<file path="config.mk">
export PLATFORM = sky130hd
export DESIGN_NAME = utf8_text_validator
export DESIGN_NICKNAME = d
export VERILOG_FILES = /design/src/hw/rtl/utf8v_pkg.sv /design/src/hw/rtl/utf8v_step.sv /design/src/hw/rtl/utf8_text_validator.sv
export VERILOG_INCLUDE_DIRS = /design/src /design/src/hw/rtl
export SDC_FILE = /design/constraint.sdc
export NUM_CORES = 1
export LEC_CHECK = 0
export ABC_AREA = 1
export BUFFER_PORTS_ARGS = -buffer_cell sky130_fd_sc_hd__buf_2
export CAP_MARGIN = 20
export CORE_ASPECT_RATIO = 1.2
export CORE_MARGIN = 3
export CORE_UTILIZATION = 35
export DETAILED_ROUTE_END_ITERATION = 10
export PLACE_DENSITY = 0.58
export SYNTH_ARGS = -nofsm -noshare
export SYNTH_HDL_FRONTEND = slang
export SYNTH_HIERARCHICAL = 1
export SYNTH_SLANG_ARGS = --single-unit
</file>
<file path="constraint.sdc">
create_clock -name clk -period 6 [get_ports clk]
set_input_delay 0.3 -clock clk [delete_from_list [all_inputs] [get_ports clk]]
set_output_delay 0.3 -clock clk [all_outputs]
set_load 0.03 [all_outputs]
</file>
<file path="src/hw/rtl/utf8_text_validator_defines.svh">
// ---------------------------------------------------------------------------
// utf8_text_validator_defines.svh
// Assertion macros for the UTF-8 text validator; empty in synthesis.
// ---------------------------------------------------------------------------
`ifndef UTF8_TEXT_VALIDATOR_DEFINES_SVH
`define UTF8_TEXT_VALIDATOR_DEFINES_SVH

`ifndef SYNTHESIS

// Same-cycle implication, disabled during reset
`define UTF8V_ASSERT_NOW(label, clk, rst_n, ante, cons, msg) \
    label: assert property (@(posedge clk) disable iff (!rst_n) (ante) |-> (cons)) \
        else $error(msg);

// Next-cycle implication, disabled during reset
`define UTF8V_ASSERT_NEXT(label, clk, rst_n, ante, cons, msg) \
    label: assert property (@(posedge clk) disable iff (!rst_n) (ante) |=> (cons)) \
        else $error(msg);

`else

`define UTF8V_ASSERT_NOW(label, clk, rst_n, ante, cons, msg)
`define UTF8V_ASSERT_NEXT(label, clk, rst_n, ante, cons, msg)

`endif

`endif

</file>
<file path="src/hw/rtl/utf8v_pkg.sv">
// ---------------------------------------------------------------------------
// utf8v_pkg
// Types and constants shared by the UTF-8 text validator modules.
// ---------------------------------------------------------------------------
package utf8v_pkg;

    localparam int BYTE_W  = 8;
    localparam int MAX_W   = 10;
    localparam int COUNT_W = 11;
    localparam int CP_W    = 21;

    localparam logic [MAX_W-1:0]   MAX_BYTES_RESET = 10'd255;
    localparam logic [COUNT_W-1:0] COUNT_TOP       = 11'd2047;

    // Sequence lengths
    localparam logic [2:0] LEN_1 = 3'd1;
    localparam logic [2:0] LEN_2 = 3'd2;
    localparam logic [2:0] LEN_3 = 3'd3;
    localparam logic [2:0] LEN_4 = 3'd4;

    // Lead and continuation byte patterns
    localparam logic [7:0] LEAD2_MASK = 8'hE0;
    localparam logic [7:0] LEAD2_CODE = 8'hC0;
    localparam logic [7:0] LEAD3_MASK = 8'hF0;
    localparam logic [7:0] LEAD3_CODE = 8'hE0;
    localparam logic [7:0] LEAD4_MASK = 8'hF8;
    localparam logic [7:0] LEAD4_CODE = 8'hF0;
    localparam logic [7:0] CONT_MASK  = 8'hC0;
    localparam logic [7:0] CONT_CODE  = 8'h80;

    // Code point limits
    localparam logic [CP_W-1:0] CP_MIN_LEN2  = 21'h00080;
    localparam logic [CP_W-1:0] CP_MIN_LEN3  = 21'h00800;
    localparam logic [CP_W-1:0] CP_MIN_LEN4  = 21'h10000;
    localparam logic [CP_W-1:0] CP_MAX       = 21'h10FFFF;
    localparam logic [CP_W-1:0] CP_SURR_LO   = 21'h0D800;
    localparam logic [CP_W-1:0] CP_SURR_HI   = 21'h0DFFF;
    localparam logic [CP_W-1:0] CP_CTRL_LIM  = 21'h00020;
    localparam logic [CP_W-1:0] CP_DEL       = 21'h0007F;

    typedef struct packed {
        logic [1:0]         remaining;
        logic [2:0]         seq_len;
        logic [CP_W-1:0]    code_point;
        logic               err;
        logic [COUNT_W-1:0] count;
    } text_state_t;

endpackage

</file>
<file path="src/hw/rtl/utf8v_step.sv">
// ---------------------------------------------------------------------------
// utf8v_step
// Next text state after one byte: decode, continuation and code point checks.
// ---------------------------------------------------------------------------
module utf8v_step (
    input  utf8v_pkg::text_state_t        cur,
    input  logic [utf8v_pkg::BYTE_W-1:0]  data,
    output utf8v_pkg::text_state_t        nxt
);

    logic [utf8v_pkg::CP_W-1:0] shifted;
    logic [1:0]                 rem_dec;

    function automatic logic cp_bad(input logic [utf8v_pkg::CP_W-1:0] cp,
                                    input logic [2:0] len);
        logic overlong;
        overlong = (len == utf8v_pkg::LEN_2 && cp < utf8v_pkg::CP_MIN_LEN2) ||
                   (len == utf8v_pkg::LEN_3 && cp < utf8v_pkg::CP_MIN_LEN3) ||
                   (len == utf8v_pkg::LEN_4 && cp < utf8v_pkg::CP_MIN_LEN4);
        return overlong || cp > utf8v_pkg::CP_MAX ||
               (cp >= utf8v_pkg::CP_SURR_LO && cp <= utf8v_pkg::CP_SURR_HI) ||
               cp < utf8v_pkg::CP_CTRL_LIM || cp == utf8v_pkg::CP_DEL;
    endfunction

    assign shifted = {cur.code_point[utf8v_pkg::CP_W-7:0], data[5:0]};
    assign rem_dec = cur.remaining - 2'd1;

    always_comb
    begin
        nxt = cur;
        if (cur.count != utf8v_pkg::COUNT_TOP)
        begin
            nxt.count = cur.count + 11'd1;
        end
        if (!cur.err)
        begin
            if (cur.remaining == 2'd0)
            begin
                if (!data[7])
                begin
                    if (cp_bad({13'd0, data}, utf8v_pkg::LEN_1))
                    begin
                        nxt.err = 1'b1;
                    end
                end
                else if ((data & utf8v_pkg::LEAD2_MASK) == utf8v_pkg::LEAD2_CODE)
                begin
                    nxt.code_point = {16'd0, data[4:0]};
                    nxt.seq_len    = utf8v_pkg::LEN_2;
                    nxt.remaining  = 2'd1;
                end
                else if ((data & utf8v_pkg::LEAD3_MASK) == utf8v_pkg::LEAD3_CODE)
                begin
                    nxt.code_point = {17'd0, data[3:0]};
                    nxt.seq_len    = utf8v_pkg::LEN_3;
                    nxt.remaining  = 2'd2;
                end
                else if ((data & utf8v_pkg::LEAD4_MASK) == utf8v_pkg::LEAD4_CODE)
                begin
                    nxt.code_point = {18'd0, data[2:0]};
                    nxt.seq_len    = utf8v_pkg::LEN_4;
                    nxt.remaining  = 2'd3;
                end
                else
                begin
                    nxt.err = 1'b1;
                end
            end
            else if ((data & utf8v_pkg::CONT_MASK) != utf8v_pkg::CONT_CODE)
            begin
                nxt.err        = 1'b1;
                nxt.remaining  = 2'd0;
                nxt.seq_len    = 3'd0;
                nxt.code_point = '0;
            end
            else if (rem_dec != 2'd0)
            begin
                nxt.code_point = shifted;
                nxt.remaining  = rem_dec;
            end
            else
            begin
                // sequence complete: check, then drop decode state either way
                nxt.err        = cp_bad(shifted, cur.seq_len);
                nxt.remaining  = 2'd0;
                nxt.seq_len    = 3'd0;
                nxt.code_point = '0;
            end
        end
    end

endmodule

</file>
<file path="src/hw/rtl/utf8_text_validator.sv">
// ---------------------------------------------------------------------------
// utf8_text_validator
// Byte-stream UTF-8 checker giving one valid/invalid verdict per text.
// ---------------------------------------------------------------------------
// Path from input beat to result beat: input register, then result register.
// Throughput: one byte per cycle while in_ready is high; the per-byte decode is one stage of logic.
// in_ready drops only while a result is waiting and the staged byte closes a text.
// Reset: text state and both valid flags clear; max_bytes returns to 255.
`include "utf8_text_validator_defines.svh"

module utf8_text_validator (
    input  logic                             clk,
    input  logic                             rst_n,
    input  logic                             cfg_wr_en,
    input  logic [utf8v_pkg::MAX_W-1:0]      cfg_wr_data,
    input  logic                             in_valid,
    output logic                             in_ready,
    input  logic [utf8v_pkg::BYTE_W-1:0]     text_byte,
    input  logic                             last_byte,
    input  logic                             empty_text,
    output logic                             out_valid,
    input  logic                             out_ready,
    output logic                             text_valid
);

    logic [utf8v_pkg::MAX_W-1:0]  max_bytes_reg;
    logic                         in_v_reg;
    logic [utf8v_pkg::BYTE_W-1:0] byte_reg;
    logic                         last_reg;
    logic                         empty_reg;
    utf8v_pkg::text_state_t       state_reg;
    utf8v_pkg::text_state_t       state_next;
    utf8v_pkg::text_state_t       stepped;
    utf8v_pkg::text_state_t       post;
    logic                         out_v_reg;
    logic                         out_v_next;
    logic                         text_valid_reg;
    logic                         closes;
    logic                         advance;
    logic                         ok;

    utf8v_step u_step (
        .cur  (state_reg),
        .data (byte_reg),
        .nxt  (stepped)
    );

    assign closes  = empty_reg || last_reg;
    assign advance = in_v_reg && (!closes || !out_v_reg || out_ready);
    assign in_ready = !in_v_reg || advance;

    // an empty beat judges the text as it stands, adding no byte
    assign post = empty_reg ? state_reg : stepped;
    assign ok   = !post.err && post.remaining == 2'd0 && post.count != '0 &&
                  post.count <= {1'b0, max_bytes_reg};

    always_comb
    begin
        state_next = state_reg;
        if (advance)
        begin
            state_next = closes ? '0 : post;
        end
        out_v_next = out_v_reg;
        if (advance && closes)
        begin
            out_v_next = 1'b1;
        end
        else if (out_ready)
        begin
            out_v_next = 1'b0;
        end
    end

    always_ff @(posedge clk or negedge rst_n)
    begin
        if (!rst_n)
        begin
            max_bytes_reg <= utf8v_pkg::MAX_BYTES_RESET;
            in_v_reg      <= 1'b0;
            state_reg     <= '0;
            out_v_reg     <= 1'b0;
        end
        else
        begin
            if (cfg_wr_en)
            begin
                max_bytes_reg <= cfg_wr_data;
            end
            if (in_ready)
            begin
                in_v_reg <= in_valid;
            end
            state_reg <= state_next;
            out_v_reg <= out_v_next;
        end
    end

    always_ff @(posedge clk)
    begin
        if (in_valid && in_ready)
        begin
            byte_reg  <= text_byte;
            last_reg  <= last_byte;
            empty_reg <= empty_text;
        end
        if (advance && closes)
        begin
            text_valid_reg <= ok;
        end
    end

    assign out_valid  = out_v_reg;
    assign text_valid = text_valid_reg;

    `UTF8V_ASSERT_NEXT(a_clear_after_close, clk, rst_n, advance && closes,
        state_reg.count == '0 && !state_reg.err && state_reg.remaining == 2'd0,
        "text state not cleared after verdict")
    `UTF8V_ASSERT_NEXT(a_count_after_byte, clk, rst_n, advance && !closes,
        state_reg.count != '0, "byte not counted")
    `UTF8V_ASSERT_NOW(a_seq_consistent, clk, rst_n, state_reg.remaining != 2'd0,
        3'(state_reg.remaining) < state_reg.seq_len &&
        state_reg.seq_len <= utf8v_pkg::LEN_4,
        "pending continuation count inconsistent with sequence length")
    `UTF8V_ASSERT_NOW(a_err_clears_decode, clk, rst_n, state_reg.err,
        state_reg.remaining == 2'd0 && state_reg.seq_len == 3'd0 &&
        state_reg.code_point == '0, "decode state left after error")
    `UTF8V_ASSERT_NOW(a_stall_cause, clk, rst_n, !in_ready,
        in_v_reg && closes && out_v_reg && !out_ready, "input stalled without cause")

endmodule

</file>
==> results.cfg, run 1 <==
[status]
outcome = completed

[floorplan]
die_width_um = 98.0
core_area_um2 = 9710
dieArea_um2 = 11400
dieHeight_um = 116
initial_utilization_pct = 36.6
ioPinCount = 28
core.rowCount = 39

[worst_setup_path]
cp_max_fo = 5
worstPathArrival_ns = 3.00
r2r_cells = 17
setup.worst_path.start = state_reg[0]$_DFFE_PN0P_
crit_type = flop to flop
reg2reg_slack_ns = 3.06
r2r-end = text_valid$_DFFE_PP_
end_kind = flop
r2r_start = state_reg[0]$_DFFE_PN0P_
cp.required_ns = 6.06
crit_path_end = text_valid$_DFFE_PP_
start_kind = flop

[synthesis]
ys_warn_count = 6
synthCells = 489
syn_avg_cell_area_um2 = 7.27
synth_fp_nets = 527
synthesis.area_um2 = 3560

[final_layout]
seq_area_um2 = 1440
nets = 547
diodes = 0
fillers = 993
final_layout_size_suffix_gt1_share_pct = 11.8
largest_reg_flops = 32
multi_input_area_um2 = 1640
post-route-util_pct = 40.7
synthToLayoutAreaGrowth_pct = 11.1

[timing]
relSlewSlack_pct = 36.9
final-max-slew-violation-count = 0
setup_viol = 0
clock_skew_ns = 0.00621
clock.fmax_ghz = 0.340
worstMarginPinSlew_ns = 0.947
worst_slack_ns = 3.06
finalHoldViolCount = 0
whs_ns = 0.182
rsz0062_at_grt = false
min_period_ns = 2.94
tns_ns = 0
fin_crit_sh_pct = 49.0

[grt]
grt_overflow = 0
antenna_found_initial = 0
grt_pass1_wl_mm = 13.6
met3_usage_pct = 2.15
grtUsageMet1_pct = 17.2
grt_max_degree = 45
grt_pass1_vias = 3001
gr-usage-met2_pct = 27.0
grtUsageTotal_pct = 14.3
busiest_layer = met2

[placement]
hpwl_mm = 5.66
io_buffers = 27
pre_cts_slack_ns = 3.10
routabilityCongestion = 0.862

[clock_network]
clk_path_buf_depth = 2
post_cts_resized = 0
clk_latency_ns = 0.29
cts_buffers = 5
cts_tree = built
htree_levels = 2
clk_pin_slew_ns = 0.08
post-cts-setup-buffers = 0
root_buffer = clkbuf_16
cts_sinks = 55

[power]
peakVddDrop_mv = 0.121
total_power_mw = 0.958
leakagePower_nw = 1.93
power.density_nw_per_um2 = 242

[worst_hold_path]
hold_path.class = primary input to flop
hold_depth = 1

[routing]
post_drt_wl_per_cell_um = 12.2
avgViaCountPerCell = 4.86
antenna_left = 0
dr.pass1.iters = 4
drc = 0
vias = 3077
drt-initial-drc-count = 184
totalWireLength_mm = 7.74

[flow_run]
drv_cap = 0
-- metal layers --
layer	share of wire (%)	vias up
met4	0.97	0
met3	3.7	9
li1	-	1601
met1	44	1407
met2	51	60
met5	0	-
-- stage by stage --
step                cell area (um^2)  cells
floorplan                       3560    489
global placement                3760    622
detailed placement              3760    622
CTS                             3910    630
global route                    3950    633
finish                          3950    633
-- placed cells by master (no fill, tap or decap), drive strengths merged --
master	n
nand2	110
dfrtp	36
clkinv	2
o21a	1
o311ai	1
buf	29
ha	13
o22ai	17
o32ai	2
edfxtp	11
or2	2
xnor2	3
dfstp	8
a21o	1
xor2	1
nand4	7
a21oi	5
mux2	1
inv	104
nor3	4
clkinvlp	1
nand3b	2
o221ai	1
a21boi	2
nand3	46
clkbuf	5
a22oi	1
o21ai	52
dlygate4sd3	1
and3	2
nor2	38
a31oi	1
-- worst max-delay path, stage by stage (launching register included) --
cell and delay (ns):
dfrtp_1 0.45, ha_1 0.27, nand3_2 0.13, nor3_4 0.19, nand2_2 0.09, nor2_4 0.16
xnor2_1 0.14, nand2_1 0.09, o21ai_0 0.27, inv_1 0.08, ha_1 0.29, nand3_1 0.09
nor2_1 0.14, nand2_1 0.06, nand2_1 0.06, nor2_1 0.04, nor2_1 0.09, nor2_1 0.05
-- power breakdown --
part | leakage [nW] | total (mW) | switching (mW) | internal, mW
Combinational | 1.18 | 0.225 | 0.146 | 0.0786
Clock | 0.0700 | 0.295 | 0.138 | 0.156
Sequential | 0.682 | 0.439 | 0.0274 | 0.411
Total | 1.93 | 0.958 | 0.312 | 0.646
-- worst min path at each step --
stage	from	endpoint	slack (ns)
3_3_place_gp	text_byte[4]	byte_reg[4]$_DFFE_PP_	0.48
5_1_grt	text_byte[1]	byte_reg[1]$_DFFE_PP_	0.17
6_report	text_byte[2]	byte_reg[2]$_DFFE_PP_	0.18
2_1_floorplan	rst_n	in_v_reg$_DFFE_PN0N_	0.004
4_1_cts	text_byte[6]	byte_reg[6]$_DFFE_PP_	0.17
3_5_place_dp	text_byte[3]	byte_reg[3]$_DFFE_PP_	0.48
-- final cells by class --
class	count	area share, %
Clock buffer	5	3.17
Clock inverter	3	0.633
Inverter	104	9.88
Multi-Input combinational cell	313	41.4
Sequential cell	55	36.5
Tap cell	123	3.89
Timing Repair Buffer	30	4.56
-- what timing repair did --
action                                  CTS  global route
endpoints found under the hold margin     0             4
hold buffers                              0             1
endpoints found under the setup margin    0             0
Note: power is estimated with default switching activity, not from simulation.
==> run 2, diff against run 1 <==
--- a/config.mk
+++ b/config.mk
@@ -6,14 +6,14 @@
 export SDC_FILE = /design/constraint.sdc
 export NUM_CORES = 1
 export LEC_CHECK = 0
-export ABC_AREA = 1
+export ABC_AREA = 0
 export BUFFER_PORTS_ARGS = -buffer_cell sky130_fd_sc_hd__buf_2
 export CAP_MARGIN = 20
 export CORE_ASPECT_RATIO = 1.2
 export CORE_MARGIN = 3
 export CORE_UTILIZATION = 35
 export DETAILED_ROUTE_END_ITERATION = 10
-export PLACE_DENSITY = 0.58
+export PLACE_DENSITY = 0.6
 export SYNTH_ARGS = -nofsm -noshare
 export SYNTH_HDL_FRONTEND = slang
 export SYNTH_HIERARCHICAL = 1
==> constraint.sdc (replaced) <==
create_clock -name clk -period 2.5 [get_ports clk]
set_input_delay 0.125 -clock clk [delete_from_list [all_inputs] [get_ports clk]]
set_output_delay 0.125 -clock clk [all_outputs]
set_load 0.03 [all_outputs]
==> run 2 against run 1 <==
The run now ends with setup timing left. Synthesized cell count is 34% lower. Sequential power is 130% higher. First-iteration DRC count is 10% lower. Clock power is 76% higher. Sequential cell count stayed put. Routed wire length is 1.5% lower. Sequential share of layout area is 0.26 points lower. Power is 110% higher. Synthesized area is 6.8% lower.
==> results.cfg, run 2 <==
[final_layout]
diodes = 0
final_common_cell = a22o_1
nets = 420
final_cell_mix = a22o_1, dfrtp_1, buf_4, nand2_1, buf_2
synthToLayoutAreaGrowth_pct = 20.0
final_layout_size_suffix_gt1_share_pct = 27.7
largest_reg_flops = 32

[synthesis]
syn_avg_cell_area_um2 = 10.3
ys_warn_count = 6
synthesis.area_um2 = 3320
synthCells = 322
synth_fp_nets = 360

[timing]
min_period_ns = 2.70
worstMarginPinSlew_ns = 0.978
clock.fmax_ghz = 0.370
final-max-slew-violation-count = 0
rsz0062_at_grt = true
fin_crit_sh_pct = 108
setup_viol = 1
clock_skew_ns = 0.0183
relSlewSlack_pct = 34.8
worst_slack_ns = -0.203
finalHoldViolCount = 0
tns_ns = -0.203
whs_ns = 0.0194

[floorplan]
die_width_um = 94.9
ioPinCount = 28
initial_utilization_pct = 36.3
core_area_um2 = 9130
core.rowCount = 38
dieHeight_um = 113
dieArea_um2 = 10700

[grt]
antenna_found_initial = 0
grtUsageTotal_pct = 15.1
grt_overflow = 0
grt_pass1_wl_mm = 13.0
grt_pass1_vias = 2682
grt_max_degree = 45

[clock_network]
clk_latency_ns = 0.31
htree_levels = 2
cts_tree = built
cts_buffers = 5
clk_path_buf_depth = 2
clk_pin_slew_ns = 0.10
root_buffer = clkbuf_8
cts_sinks = 55

[worst_hold_path]
hold_path_end = max_bytes_reg[2]$_DFFE_PN1P_
hold_path.class = primary input to flop
min_from = cfg_wr_data[2]
hold_depth = 3

[routing]
totalWireLength_mm = 7.63
antenna_left = 0
drc = 0
vias = 2732
avgViaCountPerCell = 5.43
post_drt_wl_per_cell_um = 15.2
dr.pass1.iters = 4
drt-initial-drc-count = 165

[worst_setup_path]
r2r_cells = 11
reg2reg_slack_ns = -0.20
cp_max_fo = 3
start_kind = flop
path_buf_inv = 0
crit_type = flop to flop
r2r_start = state_reg[1]$_DFFE_PN0P_
worstPathArrival_ns = 2.77
cp_top_family = multiplexers
cp.required_ns = 2.57
critical_path.max_stage_delay_ns = 0.37
crit_chain = ha_2 > nand3_2 > nor4_4 > nand2_4 > mux2_4 > mux2_4 > ha_4 > nand3b_1 > a21oi_1 > nor3_1 > o311a_1
cp_common_cell = mux2_4
r2r-end = text_valid$_DFFE_PP_
critical_path.slowest_cell = dfrtp_1
end_kind = flop

[status]
violations = setup timing
outcome = finished with violations

[power]
total_power_mw = 1.98
peakVddDrop_mv = 0.394
power.density_nw_per_um2 = 497
leakagePower_nw = 1.82

[placement]
io_buffers = 27
hpwl_mm = 5.30
routabilityCongestion = 0.843

[flow_run]
drv_cap = 0
[run 2: where the power goes]
part	total, mW	internal, mW	switching, mW
combinational	0.432	0.194	0.238
sequential	1.03	0.976	0.0538
clock	0.518	0.230	0.288
[run 2: layout make-up]
| class | count | area (um^2) |
|---|---|---|
| sequential | 55 | 1440 |
| clock inverter | 1 | 8.76 |
| inverter | 19 | 71.3 |
| tap | 120 | 150 |
| fill | 863 | 5150 |
| multi-input combinational | 227 | 1690 |
| timing repair buffer | 74 | 531 |
| clock buffer | 7 | 86.3 |
[run 2: worst register-to-register path, cell delays in order, from the launching register on]
cell,delay [ns]
dfrtp_1,0.37
ha_2,0.20
nand3_2,0.10
nor4_4,0.27
nand2_4,0.10
mux2_4,0.33
mux2_4,0.29
ha_4,0.27
nand3b_1,0.07
a21oi_1,0.13
nor3_1,0.06
o311a_1,0.28
[run 2: how the worst max path moves through the flow]
stage          depth (start not counted)  slack, ns                startpoint              endpoint
4_1_cts                               11      -0.18  state_reg[1]$_DFFE_PN0P_  text_valid$_DFFE_PP_
2_1_floorplan                         11      -0.17  state_reg[0]$_DFFE_PN0P_  text_valid$_DFFE_PP_
5_1_grt                               12      -0.35  state_reg[0]$_DFFE_PN0P_  text_valid$_DFFE_PP_
3_5_place_dp                          12      -0.21  state_reg[0]$_DFFE_PN0P_  text_valid$_DFFE_PP_
3_3_place_gp                          12      -0.14  state_reg[0]$_DFFE_PN0P_  text_valid$_DFFE_PP_
6_report                              11      -0.20  state_reg[1]$_DFFE_PN0P_  text_valid$_DFFE_PP_
[run 2: metrics by stage]
step / utilization, % / instance area [um^2] / worst slack (ns) / std cells
global route: 43.6 / 3980 / -0.349 / 503
finish: 43.6 / 3980 / -0.203 / 503
global placement: 40.7 / 3710 / -0.139 / 482
CTS: 43.3 / 3960 / -0.175 / 502
floorplan: - / 3320 / -0.173 / 322
detailed placement: 40.7 / 3710 / -0.208 / 482
[run 2: routing by layer]
| layer | GRT usage (%) | part of all wire, % | vias to the layer above |
|---|---|---|---|
| met1 | 20.0 | 45 | 1319 |
| met3 | 2.82 | 4.3 | 14 |
| met5 | 0 | 0 | - |
| li1 | - | - | 1320 |
| met4 | 5.97 | 1.8 | 0 |
| met2 | 24.4 | 49 | 79 |
[run 2: timing repair]
item,CTS,global route
setup buffers,0,0
endpoints found under the setup margin,1,1
gates resized for setup,5,1
hold buffers,12,0
endpoints found under the hold margin,27,0
